==> src/design/mdio_mm_pkg.sv <==
// shared types and command codes for the mdio management master
// no dependencies
`default_nettype none

package mdio_mm_pkg;

    localparam logic [2:0] CMD_TICK   = 3'd0;
    localparam logic [2:0] CMD_C22_RD = 3'd1;
    localparam logic [2:0] CMD_C22_WR = 3'd2;
    localparam logic [2:0] CMD_C45_RD = 3'd3;
    localparam logic [2:0] CMD_C45_WR = 3'd4;

    localparam int unsigned TAIL_BITS = 32;
    localparam int unsigned IDLE_BITS = 32;

    // classified bit-period request as it sits in the queue
    typedef struct packed {
        logic        start;
        logic        rd;
        logic        c45;
        logic [4:0]  phy;
        logic [4:0]  dev;
        logic [15:0] regaddr;
        logic [15:0] wdata;
        logic        din;
    } item_t;

    // one result item
    typedef struct packed {
        logic        rejected;
        logic [15:0] read_data;
        logic        done;
        logic        busy;
        logic        drive_enable;
        logic        drive_level;
        logic        clock_pulse;
    } res_t;

endpackage

`default_nettype wire

==> src/design/mdio_management_master.sv <==
// mdio management master (clause 22 and clause 45), one mdc bit period per request
// depends on mdio_mm_pkg, mdio_mm_front, mdio_mm_back
//
// every request on the slave channel is one mdc bit period; s_tuser carries the
// command (0 tick, 1 c22 read, 2 c22 write, 3 c45 read, 4 c45 write) and s_tdata
// the addresses, write data and the sampled mdio level. each request yields
// exactly one result on the master channel: mdc pulse, drive level and enable,
// busy, done (on m_tlast), read data and a reject flag for a start while busy.
// a c22 transaction spans PREAMBLE_BITS+64 periods, a c45 one 2*PREAMBLE_BITS+96.
// throughput is one request per cycle while m_tready is high; each request is held
// in the request queue and then in the output register before its result is offered.
// when m_tready is low the output register holds and the two-entry queue
// absorbs up to two more requests before s_tready drops.
// reset empties the queue and clears the output valid flag, the active flag and the bit position, so the
// block comes up idle with no result pending.
`default_nettype none

module mdio_management_master
#(
    parameter int unsigned PREAMBLE_BITS = 32
)
(
    input  wire logic        clk,
    input  wire logic        rst_n,
    input  wire logic        s_tvalid,
    output logic             s_tready,
    // phy_address[4:0], device_or_reg_address[9:5], register_address[25:10],
    // write_data[41:26], mdio_in[42], zero fill[47:43]
    input  wire logic [47:0] s_tdata,
    // cmd[2:0]
    input  wire logic [2:0]  s_tuser,
    output logic             m_tvalid,
    input  wire logic        m_tready,
    // clock_pulse[0], mdio_drive_level[1], mdio_drive_enable[2], busy_res[3],
    // read_data[19:4], rejected[20], zero fill[23:21]
    output logic [23:0]      m_tdata,
    // done_res
    output logic             m_tlast
);

    logic               q_valid;
    logic               q_ready;
    mdio_mm_pkg::item_t q_item;
    mdio_mm_pkg::res_t  res;

    mdio_mm_front u_front
    (
        .clk      (clk),
        .rst_n    (rst_n),
        .s_tvalid (s_tvalid),
        .s_tready (s_tready),
        .s_tdata  (s_tdata),
        .s_tuser  (s_tuser),
        .q_valid  (q_valid),
        .q_ready  (q_ready),
        .q_item   (q_item)
    );

    mdio_mm_back
    #(
        .PREAMBLE_BITS (PREAMBLE_BITS)
    )
    u_back
    (
        .clk      (clk),
        .rst_n    (rst_n),
        .q_valid  (q_valid),
        .q_ready  (q_ready),
        .q_item   (q_item),
        .m_tvalid (m_tvalid),
        .m_tready (m_tready),
        .m_res    (res)
    );

    assign m_tdata = {3'b000, res.rejected, res.read_data, res.busy,
                      res.drive_enable, res.drive_level, res.clock_pulse};
    assign m_tlast = res.done;

endmodule

`default_nettype wire

==> src/design/mdio_mm_front.sv <==
// front part: decodes incoming requests and holds them in a two-entry queue
// depends on mdio_mm_pkg
`default_nettype none

module mdio_mm_front
(
    input  wire logic               clk,
    input  wire logic               rst_n,
    input  wire logic               s_tvalid,
    output logic                    s_tready,
    input  wire logic [47:0]        s_tdata,
    input  wire logic [2:0]         s_tuser,
    output logic                    q_valid,
    input  wire logic               q_ready,
    output mdio_mm_pkg::item_t      q_item
);

    mdio_mm_pkg::item_t item_in;
    mdio_mm_pkg::item_t mem [2];
    logic       wr_ptr_reg, wr_ptr_next;
    logic       rd_ptr_reg, rd_ptr_next;
    logic [1:0] count_reg, count_next;
    logic       push, pop;

    always_comb
    begin
        item_in.start   = (s_tuser == mdio_mm_pkg::CMD_C22_RD)
                       || (s_tuser == mdio_mm_pkg::CMD_C22_WR)
                       || (s_tuser == mdio_mm_pkg::CMD_C45_RD)
                       || (s_tuser == mdio_mm_pkg::CMD_C45_WR);
        item_in.rd      = (s_tuser == mdio_mm_pkg::CMD_C22_RD)
                       || (s_tuser == mdio_mm_pkg::CMD_C45_RD);
        item_in.c45     = (s_tuser == mdio_mm_pkg::CMD_C45_RD)
                       || (s_tuser == mdio_mm_pkg::CMD_C45_WR);
        item_in.phy     = s_tdata[4:0];
        item_in.dev     = s_tdata[9:5];
        item_in.regaddr = s_tdata[25:10];
        item_in.wdata   = s_tdata[41:26];
        item_in.din     = s_tdata[42];
    end

    assign s_tready = (count_reg != 2'd2);
    assign q_valid  = (count_reg != 2'd0);
    assign q_item   = mem[rd_ptr_reg];
    assign push     = s_tvalid && s_tready;
    assign pop      = q_valid && q_ready;

    always_comb
    begin
        wr_ptr_next = push ? ~wr_ptr_reg : wr_ptr_reg;
        rd_ptr_next = pop ? ~rd_ptr_reg : rd_ptr_reg;
        count_next  = count_reg + 2'(push) - 2'(pop);
    end

    always_ff @(posedge clk)
    begin
        if (push)
        begin
            mem[wr_ptr_reg] <= item_in;
        end
    end

    always_ff @(posedge clk or negedge rst_n)
    begin
        if (!rst_n)
        begin
            wr_ptr_reg <= 1'b0;
            rd_ptr_reg <= 1'b0;
            count_reg  <= 2'd0;
        end
        else
        begin
            wr_ptr_reg <= wr_ptr_next;
            rd_ptr_reg <= rd_ptr_next;
            count_reg  <= count_next;
        end
    end

endmodule

`default_nettype wire

==> src/design/mdio_mm_back.sv <==
// back part: frame serializer, transaction state and output register
// depends on mdio_mm_pkg
`default_nettype none

module mdio_mm_back
#(
    parameter int unsigned PREAMBLE_BITS = 32
)
(
    input  wire logic               clk,
    input  wire logic               rst_n,
    input  wire logic               q_valid,
    output logic                    q_ready,
    input  wire mdio_mm_pkg::item_t q_item,
    output logic                    m_tvalid,
    input  wire logic               m_tready,
    output mdio_mm_pkg::res_t       m_res
);

    localparam int unsigned FRAME   = PREAMBLE_BITS + mdio_mm_pkg::TAIL_BITS;
    localparam int unsigned TOTAL22 = FRAME + mdio_mm_pkg::IDLE_BITS;
    localparam int unsigned TOTAL45 = 2 * FRAME + mdio_mm_pkg::IDLE_BITS;
    localparam int unsigned PW      = $clog2(TOTAL45);

    localparam logic [PW-1:0] FRAME_P   = PW'(FRAME);
    localparam logic [PW-1:0] FRAME2_P  = PW'(2 * FRAME);
    localparam logic [PW-1:0] LAST22_P  = PW'(TOTAL22 - 1);
    localparam logic [PW-1:0] LAST45_P  = PW'(TOTAL45 - 1);
    localparam logic [PW-1:0] PRE_P     = PW'(PREAMBLE_BITS);

    logic          active_reg, active_next;
    logic          rd_reg, rd_next;
    logic          c45_reg, c45_next;
    logic [PW-1:0] pos_reg, pos_next;
    logic [4:0]    phy_reg, phy_next;
    logic [4:0]    dev_reg, dev_next;
    logic [15:0]   regaddr_reg, regaddr_next;
    logic [15:0]   wdata_reg, wdata_next;
    logic [15:0]   shift_reg, shift_next;
    logic          out_valid_reg;
    mdio_mm_pkg::res_t res_reg, res_next;

    logic          begin_tx;
    logic          rd, c45;
    logic [PW-1:0] p, q, r;
    logic [4:0]    phy_c, dev_c;
    logic [15:0]   data_c, shift_c;
    logic [1:0]    st, op;
    logic          in_frame, frame_rd, last;
    logic [13:0]   hdr;
    logic [3:0]    hidx, didx;
    logic          lvl, en, smp;

    assign q_ready  = !out_valid_reg || m_tready;
    assign m_tvalid = out_valid_reg;
    assign m_res    = res_reg;

    always_comb
    begin
        begin_tx = q_item.start && !active_reg;
        rd       = begin_tx ? q_item.rd  : rd_reg;
        c45      = begin_tx ? q_item.c45 : c45_reg;
        phy_c    = begin_tx ? q_item.phy : phy_reg;
        dev_c    = begin_tx ? q_item.dev : dev_reg;
        p        = begin_tx ? '0 : pos_reg;
        shift_c  = begin_tx ? 16'd0 : shift_reg;

        // pick which frame this position belongs to
        in_frame = 1'b0;
        q        = p;
        st       = 2'b00;
        op       = 2'b00;
        data_c   = begin_tx ? q_item.wdata : wdata_reg;
        frame_rd = rd;
        if (!c45)
        begin
            in_frame = (p < FRAME_P);
            st       = 2'b01;
            op       = rd ? 2'b10 : 2'b01;
        end
        else if (p < FRAME_P)
        begin
            in_frame = 1'b1;
            data_c   = begin_tx ? q_item.regaddr : regaddr_reg;
            frame_rd = 1'b0;
        end
        else if (p < FRAME2_P)
        begin
            in_frame = 1'b1;
            q        = p - FRAME_P;
            op       = rd ? 2'b11 : 2'b01;
        end

        r    = q - PRE_P;
        hdr  = {st, op, phy_c, dev_c};
        hidx = 4'd13 - r[3:0];
        didx = 4'd15 - r[3:0];
        lvl  = 1'b1;
        en   = 1'b1;
        smp  = 1'b0;
        if (in_frame && (q >= PRE_P))
        begin
            priority if (r < PW'(14))
            begin
                lvl = hdr[hidx];
            end
            else if (frame_rd)
            begin
                // line released for turnaround and read data
                lvl = 1'b0;
                en  = 1'b0;
                smp = (r >= PW'(16));
            end
            else if (r < PW'(16))
            begin
                lvl = ~r[0];
            end
            else
            begin
                lvl = data_c[didx];
            end
        end

        if (smp)
        begin
            shift_c = {shift_c[14:0], q_item.din};
        end
        last = c45 ? (p == LAST45_P) : (p == LAST22_P);

        active_next  = active_reg;
        rd_next      = rd_reg;
        c45_next     = c45_reg;
        pos_next     = pos_reg;
        phy_next     = phy_reg;
        dev_next     = dev_reg;
        regaddr_next = regaddr_reg;
        wdata_next   = wdata_reg;
        shift_next   = shift_reg;
        if (begin_tx)
        begin
            rd_next      = q_item.rd;
            c45_next     = q_item.c45;
            phy_next     = q_item.phy;
            dev_next     = q_item.dev;
            regaddr_next = q_item.regaddr;
            wdata_next   = q_item.wdata;
        end

        res_next.rejected     = q_item.start && active_reg;
        res_next.clock_pulse  = 1'b0;
        res_next.busy         = 1'b0;
        res_next.done         = 1'b0;
        res_next.drive_level  = 1'b1;
        res_next.drive_enable = 1'b1;
        res_next.read_data    = 16'd0;
        if (active_reg || begin_tx)
        begin
            res_next.clock_pulse  = 1'b1;
            res_next.busy         = 1'b1;
            res_next.drive_level  = lvl;
            res_next.drive_enable = en;
            shift_next            = shift_c;
            if (last)
            begin
                res_next.done      = 1'b1;
                res_next.read_data = rd ? shift_c : 16'd0;
                active_next        = 1'b0;
                pos_next           = '0;
            end
            else
            begin
                active_next = 1'b1;
                pos_next    = p + PW'(1);
            end
        end
    end

    always_ff @(posedge clk)
    begin
        if (q_valid && q_ready)
        begin
            res_reg     <= res_next;
            rd_reg      <= rd_next;
            c45_reg     <= c45_next;
            phy_reg     <= phy_next;
            dev_reg     <= dev_next;
            regaddr_reg <= regaddr_next;
            wdata_reg   <= wdata_next;
            shift_reg   <= shift_next;
        end
    end

    always_ff @(posedge clk or negedge rst_n)
    begin
        if (!rst_n)
        begin
            active_reg    <= 1'b0;
            pos_reg       <= '0;
            out_valid_reg <= 1'b0;
        end
        else
        begin
            if (q_valid && q_ready)
            begin
                active_reg <= active_next;
                pos_reg    <= pos_next;
            end
            if (q_ready)
            begin
                out_valid_reg <= q_valid;
            end
        end
    end

endmodule

`default_nettype wire
==> config.mk <==
export PLATFORM = sky130hd
export DESIGN_NAME = mdio_management_master
export DESIGN_NICKNAME = d
export VERILOG_FILES = /design/src/design/mdio_mm_pkg.sv /design/src/design/mdio_management_master.sv /design/src/design/mdio_mm_front.sv /design/src/design/mdio_mm_back.sv
export SDC_FILE = /design/constraint.sdc
export NUM_CORES = 1
export LEC_CHECK = 0
export BUFFER_PORTS_ARGS = -buffer_cell sky130_fd_sc_hd__buf_2
export CAP_MARGIN = 20
export CORE_ASPECT_RATIO = 1.5
export CORE_UTILIZATION = 40
export CTS_BUF_LIST = sky130_fd_sc_hd__clkbuf_4
export CTS_CLUSTER_DIAMETER = 150
export DETAILED_ROUTE_END_ITERATION = 12
export PLACE_DENSITY = 0.62
export SETUP_SLACK_MARGIN = 0.5
export SLEW_MARGIN = 20
export SYNTH_ARGS = -nofsm -noshare
export SYNTH_HDL_FRONTEND = slang
export SYNTH_SLANG_ARGS = --single-unit
export TNS_END_PERCENT = 50
==> constraint.sdc <==
create_clock -name clk -period 5 [get_ports clk]
set_input_delay 1 -clock clk [delete_from_list [all_inputs] [get_ports clk]]
set_output_delay 1 -clock clk [all_outputs]
set_load 0.01 [all_outputs]
==> metrics.md <==
| Metric | Value |
|---|---|
| Status | finished clean |
| Cells after Synth | 582 |
| Die Ht | 178 µm |
| Total GRT Usage | 15.1% |
| Tmin final | 3.38 ns |
| Cell Area, Synth | 0.00828 mm² |
| Worst VDD drop | 0.000254 V |
| Initial antenna violation count | 1 |
| Critical path's slowest cell | buf_4 |
| Max-Slew Margin vs Limit | 34.7% |
| Total core area | 0.0203 mm² |
| Fillers | 1,853 |
| Post-CTS Setup Inserts | 0 |
| Vias in the first global route | 4,901 |
| CTS H-tree lvls | 4 |
| GRT overflow | 0 |
| Combinational share of power | 33.6% |
| Ys async rst share | 7.49% |
| Slew Limit Fails | 0 |
| Worst Setup EP | u_back.m_res[7]$_SDFFCE_PN0P_ |
| Register bit count reported by yosys | 187 |
| I/O Pins | 82 |
| Via/cell ratio | 5.12 |
| Initial DRC count | 256 |
| Number of setup violations in the final report | 0 |
| Biggest register | u_front.mem |
| Reg2Reg Depth | 10 |
| Top Usage Layer GRT | met2 |
| CTS tree | yes |
| Share of the clock period used by the worst path after layout | 67.6% |
| Number of synthesized flops with an enable pin | 173 |
| Critical Path Most Common Cell | nor3_1 |
| 1st-pass router iterations | 5 |
| RSZ-0062 raised after global routing | false |
| Via Count | 4,720 |
| Hold Vio Cnt, Final | 0 |
| Met2 Usage GRT | 28.1% |
| Area growth syn-to-layout | 9.70% |
| Worst hold path type | primary input to asynchronous set/reset pin |
| Clock root buffer master | clkbuf_4 |
| Cell taking the most area after synthesis | edfxtp_1 |
| Post-route insts no fill | 921 |
| Crit Path Category | register to register |
| Fmax | 296 MHz |
| Crit Path Max Fanout | 99 |
| First-pass GRT wire length | 24,300 µm |
| Drt drc | 0 |
| Post-route ant nets | 0 |
| Req. time, crit path | 5.41 ns |
| Switching Share | 36.1% |
| DP Area | 0.00883 mm² |
| Routing usage on met1 | 15.4% |
| Total die area | 0.0213 mm² |
| Largest net degree at the start of global routing | 100 |
| Hold_buf cts | 0 |
| DIE WIDTH | 119 µm |
| DP Wirelength | 10,300 µm |
| Sw Pwr | 1.91 mW |
| Synth area leaders | edfxtp_1, mux2i_1, dfrtp_1, o21ai_0, nand2_1 |
| Bufs on Longest Clock Path | 2 |
| Startpoint Class | register |
| Synth cell types | 65 |
| Max-cap viol count | 0 |
| Final wirelength | 15,300 µm |
| Clk_lat worst skew | 0.57 ns |
| Slack of the critical path | 1.62 ns |
| Avg WL per Cell | 16.6 µm |
| Setup crit end kind | register |
| RR Startpoint | u_back.active_reg$_DFFE_PN0P_ |
| Register area share after synthesis | 67.0% |
| Reg-to-reg endpoint | u_back.m_res[7]$_SDFFCE_PN0P_ |
| Leakage | 3.33 nW |
| Num CTS Buffers | 17 |
| Row Count | 64 |
| Reg power frac | 52.4% |
| Clock Skews | 0.0123 ns |
| CP max stage delay | 0.67 ns |
| Cts repair resizes | 0 |
| Internal power | 3.38 mW |
| Synth Warn # | 0 |
| Layout cells sized above 1 | 22.1% |
| Starting density of the core | 40.7% |
| Largest register FFs | 92 |
| Clock Power Share | 14.0% |
| Buffers on Ports | 73 |
| Critical path origin | u_back.active_reg$_DFFE_PN0P_ |
| PD cells | 582 mW/mm² |
| Clk sinks | 187 |
| Post-place setup slack | 1.66 ns |
| Met3 Use GR | 3.36% |
| Design area | 0.00908 mm² |
| # placed instances | 888 |
| Arrival @ worst endpoint | 3.79 ns |
| R2R Setup Slk | 1.62 ns |
| Worst path cell trace | inv_1, nand2_4, buf_4, and2_1, ha_1, nand3_1, nor3_1, o21ai_2, nand3b_4, nor3_1 |
| Synth Flop Type | edfxtp_1 |
| Synth top area share | 62.8% |
| Reg clk slew, reported paths | 0.14 ns |
| Slew at the pin closest to its max-slew limit | 0.976 ns |
| Setup TNS | 0 ns |
| RePlAce Congestion | 0.814 |
| Post-Syn Area per Cell | 14.2 µm² |
| Nets | 704 |
-- worst min-delay path by stage --
stage / from / endpoint
after floorplan: u_front.count_reg[0]$_DFF_PN0_ / u_back.m_tvalid$_DFFE_PN0N_
after detailed placement: u_front.count_reg[0]$_DFF_PN0_ / u_back.m_tvalid$_DFFE_PN0N_
after global placement: u_front.count_reg[0]$_DFF_PN0_ / u_back.m_tvalid$_DFFE_PN0N_
after CTS: rst_n / u_back.pos_reg[6]$_DFFE_PN0P_
after global routing: rst_n / u_back.pos_reg[4]$_DFFE_PN0P_
final: rst_n / u_back.pos_reg[3]$_DFFE_PN0P_
-- power groups by stage --
stage / Sequential, mW / Clock [mW] / Combinational, mW
after floorplan: 2.69 / 0 / 1.40
final: 2.77 / 0.742 / 1.78
after CTS: 2.77 / 0.782 / 1.81
after global routing: 2.84 / 0.831 / 1.99
after global placement: 2.79 / 0 / 1.75
after detailed placement: 2.81 / 0 / 1.81
-- critical path, delay by kind of cell (launching register included) --
family          cells  cell delay [ns]
simple gates        6             1.29
buf+inv             2             0.90
flops               1             0.61
fa+ha+maj           1             0.20
compound gates      1             0.16
-- metal layers --
metal | vias up | routed length, µm
li1 | 2307 | -
met1 | 2262 | 5790
met2 | 117 | 8500
met3 | 34 | 507
met4 | 0 | 519
met5 | - | 0
-- per-stage QoR --
stage	hold WS (ns)	utilization, %	power, mW
6_report	0.305	44.6	5.29
3_5_place_dp	0.488	43.4	4.62
5_1_grt	0.260	44.6	5.66
3_3_place_gp	0.463	43.4	4.53
2_1_floorplan	0.452	-	4.09
4_1_cts	0.253	44.6	5.37
-- cell type report --
cell class	instances	area (µm²)	area share (%)
repair buffers	79	410	4.52
well taps	264	330	3.64
inverters	13	48.8	0.537
clock inverters	13	103	1.13
diodes	1	2.50	0.0276
flip-flops and latches	187	5550	61.1
multi-input cells	345	2500	27.5
clock buffers	19	143	1.57
-- cell usage in the layout (no fill, tap or decap), drive strengths merged, types with 3 or more instances in the layout --
cell type / instances
edfxtp: 173
buf: 79
mux2i: 68
nand2: 64
o21ai: 51
nor2: 32
clkbuf: 19
nor3: 19
dfrtp: 14
inv: 13
clkinv: 8
nor2b: 7
nand3: 7
a21oi: 6
xnor2: 6
mux4: 6
ha: 6
nor3b: 5
nand2b: 4
a211oi: 4
nand4: 4
clkinvlp: 4
mux2: 4
a21o: 3
and2: 3
a31oi: 3
xor2: 3
or3: 3
o31ai: 3
conb: 3
nor4b: 3
-- cells by family after synthesis --
group | after synthesis | share of synthesized area, %
AOI/OAI and AO/OA | 91 | 7.21
xor gates and xnor gates | 9 | 0.952
adders and majority gates | 6 | 0.907
buffers and inverters | 52 | 3.11
DFF | 187 | 67.0
muxes | 78 | 10.6
other | 1 | 0.0453
and+or+nand+nor | 158 | 10.2
-- Yosys cell counts (3+ instances only) --
| cell type | count |
|---|---|
| a21o_1 | 3 |
| nand3_1 | 7 |
| clkbuf_1 | 14 |
| a211oi_1 | 4 |
| or3_1 | 3 |
| nor2_1 | 32 |
| nor3b_1 | 4 |
| mux4_2 | 6 |
| nand2_1 | 62 |
| buf_6 | 3 |
| buf_4 | 6 |
| mux2i_1 | 67 |
| nor3_1 | 7 |
| o21ai_0 | 47 |
| inv_1 | 12 |
| a31oi_1 | 3 |
| nand4_1 | 4 |
| o31ai_1 | 3 |
| nor3_2 | 11 |
| dfrtp_1 | 14 |
| a21oi_1 | 6 |
| nand2b_1 | 4 |
| nor2b_1 | 7 |
| buf_2 | 14 |
| and2_1 | 3 |
| xor2_1 | 3 |
| xnor2_1 | 6 |
| ha_1 | 6 |
| edfxtp_1 | 173 |
Power figures use the tool's default switching activity.
